## src/hw/rtl/spq_pkg.sv

```systemverilog
// Package for the sorted-array priority queue: the entry layout, command and
// status codes, and the one-hot controller state type. No dependencies.
`default_nettype none

package spq_pkg;

    // One stored entry: priority number in the upper bits, value below it.
    typedef struct packed {
        logic signed [15:0] pri;
        logic signed [31:0] val;
    } t_entry;

    // Operation codes carried on the cmd field.
    localparam logic CMD_INSERT = 1'b0;
    localparam logic CMD_REMOVE = 1'b1;

    // Status codes returned with every result.
    typedef enum logic [1:0] {
        ST_OK        = 2'd0,
        ST_OVERFLOW  = 2'd1,
        ST_UNDERFLOW = 2'd2
    } t_status;

    // Controller states, one-hot.
    typedef enum logic [5:0] {
        S_IDLE      = 6'b000001,
        S_INS_CMP   = 6'b000010,
        S_INS_PUT   = 6'b000100,
        S_REM_HEAD  = 6'b001000,
        S_REM_SHIFT = 6'b010000,
        S_RESULT    = 6'b100000
    } t_state;

endpackage

`default_nettype wire

```

## src/hw/rtl/sorted_array_priority_queue_core.sv

```systemverilog
// Top level of the sorted-array priority queue: a single-port-write entry
// memory with a registered read, walked by a small controller.
// Depends on spq_pkg.
`default_nettype none

// Channel   Direction  Handshake                 Payload
// input     in         i_in_valid / o_in_ready   i_cmd, i_item_value, i_item_priority
// output    out        o_out_valid / i_out_ready o_removed_value, o_removed_priority,
//                                                o_status, o_occupancy
//
// An insert into a non-empty queue steps back from the tail over each stored entry
// with a priority number not smaller than the new one, moving it up one place,
// then writes the new entry; an insert into an empty queue writes it straight to
// the head. A remove reads the head, then moves every remaining entry down one
// place through the single read port and the single write port of the entry
// memory. Overflow and underflow go straight to the result stage, which holds
// while a waiting result holds the output register.
// Reset (synchronous, active low) clears the controller, the entry count and
// the output valid flag only; the memory is never cleared.
// The finished result sits in an output register, so the next transfer is
// taken while the previous result is still waiting on i_out_ready.

module sorted_array_priority_queue_core #(
    parameter int CAPACITY = 8
) (
    input  wire logic                i_clk,
    input  wire logic                i_rst_n,
    input  wire logic                i_in_valid,
    output logic                     o_in_ready,
    input  wire logic                i_cmd,
    input  wire logic signed [31:0]  i_item_value,
    input  wire logic signed [15:0]  i_item_priority,
    output logic                     o_out_valid,
    input  wire logic                i_out_ready,
    output logic signed [31:0]       o_removed_value,
    output logic signed [15:0]       o_removed_priority,
    output logic [1:0]               o_status,
    output logic [3:0]               o_occupancy
);
    import spq_pkg::*;

    // Count width holds CAPACITY itself; index width addresses the memory.
    localparam int CW = $clog2(CAPACITY + 1);
    localparam int IW = $clog2(CAPACITY);

    // Entry memory: one write and one registered read per cycle.
    t_entry          mem [CAPACITY];
    t_entry          r_rd_data;
    logic            wr_en;
    logic [IW-1:0]   wr_addr;
    t_entry          wr_data;
    logic [IW-1:0]   rd_addr;

    // Controller and work registers.
    t_state          r_state, n_state;
    logic [CW-1:0]   r_count, n_count;
    logic [CW-1:0]   r_pos, n_pos;
    t_entry          r_item, n_item;
    t_entry          r_res, n_res;
    t_status         r_res_status, n_res_status;

    // Output register.
    logic            r_out_valid, n_out_valid;
    t_entry          r_out, n_out;
    t_status         r_out_status, n_out_status;
    logic [3:0]      r_out_occ, n_out_occ;

    logic            accept;
    logic            out_free;
    logic [CW-1:0]   pos_m1;
    logic [CW-1:0]   pos_m2;
    logic [CW-1:0]   pos_p1;
    t_entry          in_entry;

    assign accept   = i_in_valid && o_in_ready;
    assign out_free = !r_out_valid || i_out_ready;
    assign pos_m1   = r_pos - CW'(1);
    assign pos_m2   = r_pos - CW'(2);
    assign pos_p1   = r_pos + CW'(1);

    assign in_entry.pri = i_item_priority;
    assign in_entry.val = i_item_value;

    always_ff @(posedge i_clk) begin
        if (wr_en) begin
            mem[wr_addr] <= wr_data;
        end
        r_rd_data <= mem[rd_addr];
    end

    always_comb begin
        n_state      = r_state;
        n_count      = r_count;
        n_pos        = r_pos;
        n_item       = r_item;
        n_res        = r_res;
        n_res_status = r_res_status;
        n_out_valid  = r_out_valid;
        n_out        = r_out;
        n_out_status = r_out_status;
        n_out_occ    = r_out_occ;
        wr_en        = 1'b0;
        wr_addr      = '0;
        wr_data      = r_item;
        rd_addr      = '0;

        // A waiting result leaves once it has been taken.
        if (r_out_valid && i_out_ready) begin
            n_out_valid = 1'b0;
        end

        case (r_state)
            S_IDLE: begin
                if (accept) begin
                    n_item       = in_entry;
                    n_res        = '0;
                    n_res_status = ST_OK;
                    if (i_cmd == CMD_INSERT) begin
                        if (r_count == CW'(CAPACITY)) begin
                            n_res_status = ST_OVERFLOW;
                            n_state      = S_RESULT;
                        end else if (r_count == '0) begin
                            // Empty queue: the new entry becomes the head.
                            wr_en   = 1'b1;
                            wr_addr = '0;
                            wr_data = in_entry;
                            n_count = CW'(1);
                            n_state = S_RESULT;
                        end else begin
                            // Start the walk back from the tail.
                            n_pos   = r_count;
                            rd_addr = IW'(r_count - CW'(1));
                            n_state = S_INS_CMP;
                        end
                    end else begin
                        if (r_count == '0) begin
                            n_res_status = ST_UNDERFLOW;
                            n_state      = S_RESULT;
                        end else begin
                            rd_addr = '0;
                            n_state = S_REM_HEAD;
                        end
                    end
                end
            end

            S_INS_CMP: begin
                // r_rd_data holds the entry just below r_pos.
                if (r_rd_data.pri >= r_item.pri) begin
                    // Not smaller: the stored entry moves up one place.
                    wr_en   = 1'b1;
                    wr_addr = r_pos[IW-1:0];
                    wr_data = r_rd_data;
                    n_pos   = pos_m1;
                    if (r_pos == CW'(1)) begin
                        n_state = S_INS_PUT;
                    end else begin
                        rd_addr = pos_m2[IW-1:0];
                    end
                end else begin
                    wr_en   = 1'b1;
                    wr_addr = r_pos[IW-1:0];
                    wr_data = r_item;
                    n_count = r_count + CW'(1);
                    n_state = S_RESULT;
                end
            end

            S_INS_PUT: begin
                wr_en   = 1'b1;
                wr_addr = r_pos[IW-1:0];
                wr_data = r_item;
                n_count = r_count + CW'(1);
                n_state = S_RESULT;
            end

            S_REM_HEAD: begin
                n_res = r_rd_data;
                if (r_count == CW'(1)) begin
                    n_count = '0;
                    n_state = S_RESULT;
                end else begin
                    n_pos   = CW'(1);
                    rd_addr = IW'(1);
                    n_state = S_REM_SHIFT;
                end
            end

            S_REM_SHIFT: begin
                // Entry r_pos moves down to r_pos - 1.
                wr_en   = 1'b1;
                wr_addr = pos_m1[IW-1:0];
                wr_data = r_rd_data;
                if (pos_p1 < r_count) begin
                    n_pos   = pos_p1;
                    rd_addr = pos_p1[IW-1:0];
                end else begin
                    n_count = r_count - CW'(1);
                    n_state = S_RESULT;
                end
            end

            S_RESULT: begin
                if (out_free) begin
                    n_out_valid  = 1'b1;
                    n_out        = r_res;
                    n_out_status = r_res_status;
                    n_out_occ    = 4'(r_count);
                    n_state      = S_IDLE;
                end
            end

            default: begin
                n_state = S_IDLE;
            end
        endcase
    end

    always_ff @(posedge i_clk) begin
        if (!i_rst_n) begin
            r_state     <= S_IDLE;
            r_count     <= '0;
            r_out_valid <= 1'b0;
        end else begin
            r_state     <= n_state;
            r_count     <= n_count;
            r_out_valid <= n_out_valid;
        end
    end

    always_ff @(posedge i_clk) begin
        r_pos        <= n_pos;
        r_item       <= n_item;
        r_res        <= n_res;
        r_res_status <= n_res_status;
        r_out        <= n_out;
        r_out_status <= n_out_status;
        r_out_occ    <= n_out_occ;
    end

    // Inserts and failed operations carry a zero entry in the result register.
    assign o_in_ready         = (r_state == S_IDLE);
    assign o_out_valid        = r_out_valid;
    assign o_removed_value    = r_out.val;
    assign o_removed_priority = r_out.pri;
    assign o_status           = r_out_status;
    assign o_occupancy        = r_out_occ;

endmodule

`default_nettype wire

```

## config.mk

```make
export PLATFORM = sky130hd
export DESIGN_NAME = sorted_array_priority_queue_core
export DESIGN_NICKNAME = d
export VERILOG_FILES = /design/src/hw/rtl/spq_pkg.sv /design/src/hw/rtl/sorted_array_priority_queue_core.sv
export SDC_FILE = /design/constraint.sdc
export NUM_CORES = 1
export LEC_CHECK = 0
export ABC_AREA = 1
export BUFFER_PORTS_ARGS = -buffer_cell sky130_fd_sc_hd__buf_2
export CAP_MARGIN = 20
export CELL_PAD_IN_SITES_DETAIL_PLACEMENT = 1
export CELL_PAD_IN_SITES_GLOBAL_PLACEMENT = 1
export CORE_MARGIN = 4
export CORE_UTILIZATION = 54
export CTS_CLUSTER_SIZE = 28
export DETAILED_ROUTE_END_ITERATION = 6
export HOLD_SLACK_MARGIN = 0.15
export PLACE_DENSITY_LB_ADDON = 0.12
export RECOVER_POWER = 25
export REMOVE_ABC_BUFFERS = 1
export SYNTH_ARGS = -nofsm -noshare
export SYNTH_HDL_FRONTEND = slang
export SYNTH_SLANG_ARGS = --single-unit
```

## constraint.sdc

```tcl
create_clock -name i_clk -period 9.65 [get_ports i_clk]
set_input_delay 1.93 -clock i_clk [delete_from_list [all_inputs] [get_ports i_clk]]
set_output_delay 1.93 -clock i_clk [all_outputs]
set_load 0.01 [all_outputs]
```

[After elaboration in Yosys (flattened, before gate mapping)]
Memory sizes are Yosys's and may differ from the RTL's. A register that Yosys moved wholly into a read port is not among the register bits.
Index checks and enable logic that the tools add are counted.
Word-level totals
  memory bits (writable): 384
  logic and storage cells: 117
  output and inout bits: 56
  memories: 1
  bits in registers: 167
Memory list
  mem: depth 8, width 48, rd ports 1, clocked after Yosys merged registers in 1, wr ports 1, RTL line sorted_array_priority_queue_core.sv:47  | t_entry mem [CAPACITY];
Cells by class
  add/sub/neg operators: 5
  equality and inequality tests: 22
  multiplexer cells: 58
  order comparisons: 2
  reduce and logical (&&, ||, !) cells: 16
Operator list (number)
  48-bit two-way mux: 6
  48-bit one-hot mux with 3 select lines: 1
  48-bit one-hot mux with 2 select lines: 1
  6-bit two-way mux: 10
  4-bit two-way mux: 14
  6-bit one-hot mux with 6 select lines: 1
  3-bit two-way mux: 7
  2-bit inequality test (second input constant): 10
  4-bit one-hot mux with 5 select lines: 1
  16-bit greater-or-equal comparator: 1
  4-bit one-hot mux with 4 select lines: 1
  8-bit AND reduction: 2
  3-bit one-hot mux with 4 select lines: 1
  1-bit two-way mux: 11
  4-bit by 1-bit adder with 4-bit output (second input constant): 2
  4-bit by 1-bit equality test with 1-bit output (second input constant): 2
  4-bit by 1-bit subtractor with 4-bit output (second input constant): 2
  6-bit by 1-bit equality test with 1-bit output (second input constant): 1
  6-bit by 2-bit equality test with 1-bit output (second input constant): 1
  6-bit by 3-bit equality test with 1-bit output (second input constant): 1
  6-bit by 4-bit equality test with 1-bit output (second input constant): 1
  6-bit by 5-bit equality test with 1-bit output (second input constant): 1
  6-bit equality test (second input constant): 1
  3-bit one-hot mux with 2 select lines: 1
  18 further kinds: 23

[Depth between registers and ports, before layout]
  depth in word-level cells: 8
  mapped depth: 21
  depth with buffers taken out: 20

[Worst setup path after synthesis]
No wires, ideal clock.
  kind: input-to-reg
  start: input port i_in_valid
  end: memory mem[0][0] (netlist bit) (enable)
  library setup time: 526 ps
  data arrival time: 6173 ps
  setup slack: 2952 ps
  cell stages on the path: 7
  data required time: 9124 ps
  buffers on the path: 1
  cells stage by stage: inv_1 > nor2_1 > inv_1 > nor2_2 > nand2_1 > clkbuf_1 > a211oi_1
On the way
  word-level cells in the longest chain between the ends: 5
RTL lines
  start, declared: RTL line sorted_array_priority_queue_core.sv:28  | input wire logic i_in_valid,
  1-bit logical AND: RTL line sorted_array_priority_queue_core.sv:75  | assign accept = i_in_valid && o_in_ready;
  1-bit two-way mux: RTL line sorted_array_priority_queue_core.sv:114  | if (accept) begin
  1-bit one-hot mux with 2 select lines: RTL line sorted_array_priority_queue_core.sv:112  | case (r_state)
  1-bit two-way mux: RTL line sorted_array_priority_queue_core.sv:85  | if (wr_en) begin
  1-bit two-way mux (not written as such): RTL line sorted_array_priority_queue_core.sv:86  | mem[wr_addr] <= wr_data;
  end, declared: RTL line sorted_array_priority_queue_core.sv:47
Every way passes these cells.

[Worst setup path after layout]
  start: register r_state[5]
  end: register, netlist name r_rd_data[3]
On the way
  word-level cells in the longest chain between the ends: 4
  elaborated cells between the ends (all ways): 7
  those cells by class: eq/ne: 4; mux: 2; reduce/logical: 1
RTL lines
  start, declared: RTL line sorted_array_priority_queue_core.sv:55  | t_state r_state, n_state;
  start signal, assigned: RTL line sorted_array_priority_queue_core.sv:225  | r_state <= n_state;
  6-bit by 1-bit equality test with 1-bit output: RTL line sorted_array_priority_queue_core.sv:112, sorted_array_priority_queue_core.sv:242
  1-bit logical AND: RTL line sorted_array_priority_queue_core.sv:75
  3-bit two-way mux: RTL line sorted_array_priority_queue_core.sv:114
  3-bit one-hot mux with 4 select lines (*): RTL line sorted_array_priority_queue_core.sv:112
Every way passes the cells marked *; elsewhere a longest branch is shown, timed or not.
A chain may end at the register's enable or synchronous reset.

==> flow_metrics.tcl <==
set metrics [dict create \
    grt_max_degree 98 \
    start_util_pct 55.0 \
    cp-endpoint "r_rd_data[3]" \
    synth-simple-area-share_pct 18.3 \
    synth.distinct_cells 39 \
    peakVddDrop_mv 0.239 \
    p_comb_share_pct 27.9 \
    worst-path-stages 13 \
    vias_per_cell 6.10 \
    rsz0062_at_grt "false" \
    synth_fa_ha_area_share_pct 1.43 \
    hold_viol 0 \
    synthTopCellsByCount "540 x edfxtp_1, 518 x nand3_1, 344 x nand2_1, 143 x inv_1, 108 x nor2_1" \
    rr_endpoint "r_rd_data[3]" \
    synth_area_mm2 0.0245 \
    multi_input_area_mm2 0.00606 \
    hold_path.class "reg2reg" \
    drive_above_1_share_pct 8.71 \
    ys_ff_latch 599 \
    first_pass_iters 5 \
    seqCellArea_mm2 0.0174 \
    status "finished, violations left" \
    slowest_stage "clkbuf_1" \
    r2r-start "r_state[5]" \
    io_buffers 108 \
    p_leak_nw 10.2 \
    post_cts_buffers 0 \
    dp_hpwl_um 37800 \
    arrival_ns 7.02 \
    drc 0 \
    grt_pass1_vias 18200 \
    cts_tree "yes" \
    startpoint "r_state[5]" \
    area_growth_pct 12.2 \
    synth-xor-area-share_pct 0.250 \
    drv_cap 4 \
    cts.clk_slew.worst_paths_ns 0.06 \
    boundaryPins 109 \
    cts_buffer_depth 3 \
    clockRootBuffer "clkbuf_16" \
    sequentialPowerShare_pct 45.3 \
    power_frac_clock_pct 26.9 \
    slew_headroom_pct -140 \
    fin_skew_ns 0.0185 \
    ctsHoldBuffers 0 \
    post-synth-top-area-cell "edfxtp_1" \
    totalWireLength_um 70700 \
    nets 2233 \
    htreeDepth 2 \
    via_count 17100 \
    cts_buffers 61 \
    rrSetupSlack_ns 3.20 \
    routedWlPerCell_um 25.3 \
    finalCritPeriodShare_pct 66.8 \
    ys_seq_area_share_pct 71.0 \
    antenna_found_initial 0 \
    max_stage_delay_ns 2.52 \
    cp_top_family "buffers and inverters" \
    synth_top_family_by_area "simple AND/OR/NAND/NOR gates" \
    power.switching_mw 3.05 \
    fillCellCount 4528 \
    synth_area_leaders "edfxtp_1 66%, nand3_1 11%, nand2_1 5.3%, dfxtp_1 4.8%, inv_1 2.2%" \
    powerDensity_mw_per_mm2 320 \
    fmax_mhz 155 \
    async_flop_share_pct 0 \
    cp_data_required_time_ns 10.22 \
    start_kind "register" \
    yosysMostFrequentCell "edfxtp_1" \
    gp_congestion 0.830 \
    overflow 0 \
    min_period_ns 6.45 \
    reg2reg_depth 13 \
    dieArea_mm2 0.0488 \
    fp.coreArea_mm2 0.0445 \
    worstSetupEndpointType "register" \
    ys_warn_count 0 \
    synth_edf_count 540 \
    avgSynthCellArea_um2 11.8 \
    fin_util_pct 61.7 \
    ant_nets 0 \
    path_cells "nor2_1 -> nand4_4 -> clkbuf_1 -> clkinv_1 -> nand2_1 -> o21ai_1 -> a21oi_4 -> buf_4 -> buf_4 -> nand3_1 -> nand3_1 -> nand3_1 -> nand2_1" \
    p_int_mw 5.75 \
    grt_pass1_wl_um 108000 \
    setup_viol 0 \
    antenna_cells 0 \
    cp_num_buf_inv 4 \
    synth.area.mux_share_pct 0 \
    crit_top_cell "nand3_1" \
    worstMarginPinSlew_ns 3.60 \
    drv_slew 127 \
    cts-resized-gates 0 \
    clk_latency_ns 0.63 \
    path_max_fanout 75 \
    numClockSinks 599 \
    synth-compound-area-share_pct 4.24 \
    netlist.area_leader.share_pct 66.2 \
    synth_ff_type "edfxtp_1" \
    violations "capacitance limit, slew limit" \
    worstSetupPathType "reg2reg" \
    p_total_mw 8.80 \
    track_usage_pct 28.4 \
    die_h_um 221 \
    rows 77 \
    drtIter0Drc 1609 \
    die_x_um 221 \
    switching_share_pct 34.6 \
    syn-instance-count 2071 \
]
[cell type report]
| cell class | count | share of cell area, % |
|---|---|---|
| Multi-Input combinational cell | 1198 | 22.1 |
| Clock inverter | 32 | 0.993 |
| Timing Repair Buffer | 141 | 2.58 |
| Inverter | 151 | 2.06 |
| Clock buffer | 84 | 6.32 |
| Tap cell | 592 | 2.70 |
| Sequential cell | 599 | 63.3 |
[per-layer routing]
layer / vias up / GRT usage [%] / wire (um)
li1: 7550 / - / -
met1: 8767 / 36.7 / 28400
met2: 621 / 49.4 / 36000
met3: 116 / 4.62 / 4340
met4: 0 / 9.32 / 1910
met5: - / 0 / 0
[registers in the layout, summed over array words and instances, names as in the netlist, 2 cells and up]
signal              flops
r_item                 48
o_occupancy             4
r_pos                   4
o_removed_priority     16
mem                   384
r_count                 4
r_rd_data              48
r_state                 6
r_res_status            2
o_removed_value        32
r_res                  48
o_status                2
[power by group through the flow]
stage               clock [mW]  combinational, mW  sequential (mW)
floorplan                    0               1.48             3.96
global placement             0               2.26             3.99
detailed placement           0               2.41             4.02
CTS                       2.39               2.45             3.97
global route              2.51               2.70             4.02
finish                    2.36               2.45             3.98
[cell families (layout without fill, tap and decap cells)]
logic type	after synthesis	count (layout)
AOI/OAI and AO/OA	171	171
DFF	599	599
adders and majority gates	28	28
buffers and inverters	274	408
and+or+nand+nor	992	992
xor gates and xnor gates	7	7
[placed cells by master, fill, tap and decap left out, drive strengths merged]
cell and n:
edfxtp 540, nand3 521, nand2 345, clkbuf 166, inv 150, nor2 113
dfxtp 59, buf 59, a21oi 55, o21ai 40, o211ai 30, ha 28
clkinv 28, o22ai 23, o2111ai 13, nor3 6, xor2 5, nand4 5
bufinv 4, a22oi 3, o31ai 2, xnor2 2, a211oi 2, a21o 1
o221ai 1, nand3b 1, a31o 1, nor4 1, clkinvlp 1
[per-stage QoR]
stage	area, um^2	hold slack (ns)	std cells	setup slack (ns)	setup TNS (ns)
finish	27500	0.418	2797	3.20	0
global route	27500	0.427	2797	2.83	0
CTS	27600	0.420	2795	4.24	0
detailed placement	25600	0.405	2679	3.65	0
global placement	25600	0.401	2679	3.93	0
floorplan	23900	0.400	1948	-0.409	-19.50
[worst reg2reg max path, stage by stage, from the launching register on]
cell      delay (ns)
dfxtp_1         0.38
nor2_1          0.16
nand4_4         0.09
clkbuf_1        2.52
clkinv_1        0.51
nand2_1         0.30
o21ai_1         0.14
a21oi_4         0.18
buf_4           0.62
buf_4           0.82
nand3_1         0.28
nand3_1         0.17
nand3_1         0.12
nand2_1         0.11
[how the worst min path moves through the flow]
stage               depth (start not counted)                    end            start
floorplan                                   0  o_removed_priority[0]        r_res[32]
global placement                            0    o_removed_value[29]        r_res[29]
detailed placement                          0  o_removed_priority[8]        r_res[40]
CTS                                         0    o_removed_value[30]        r_res[30]
global route                                0            o_status[0]  r_res_status[0]
finish                                      0    o_removed_value[30]        r_res[30]
No activity file was read; power rests on OpenSTA's default activity.
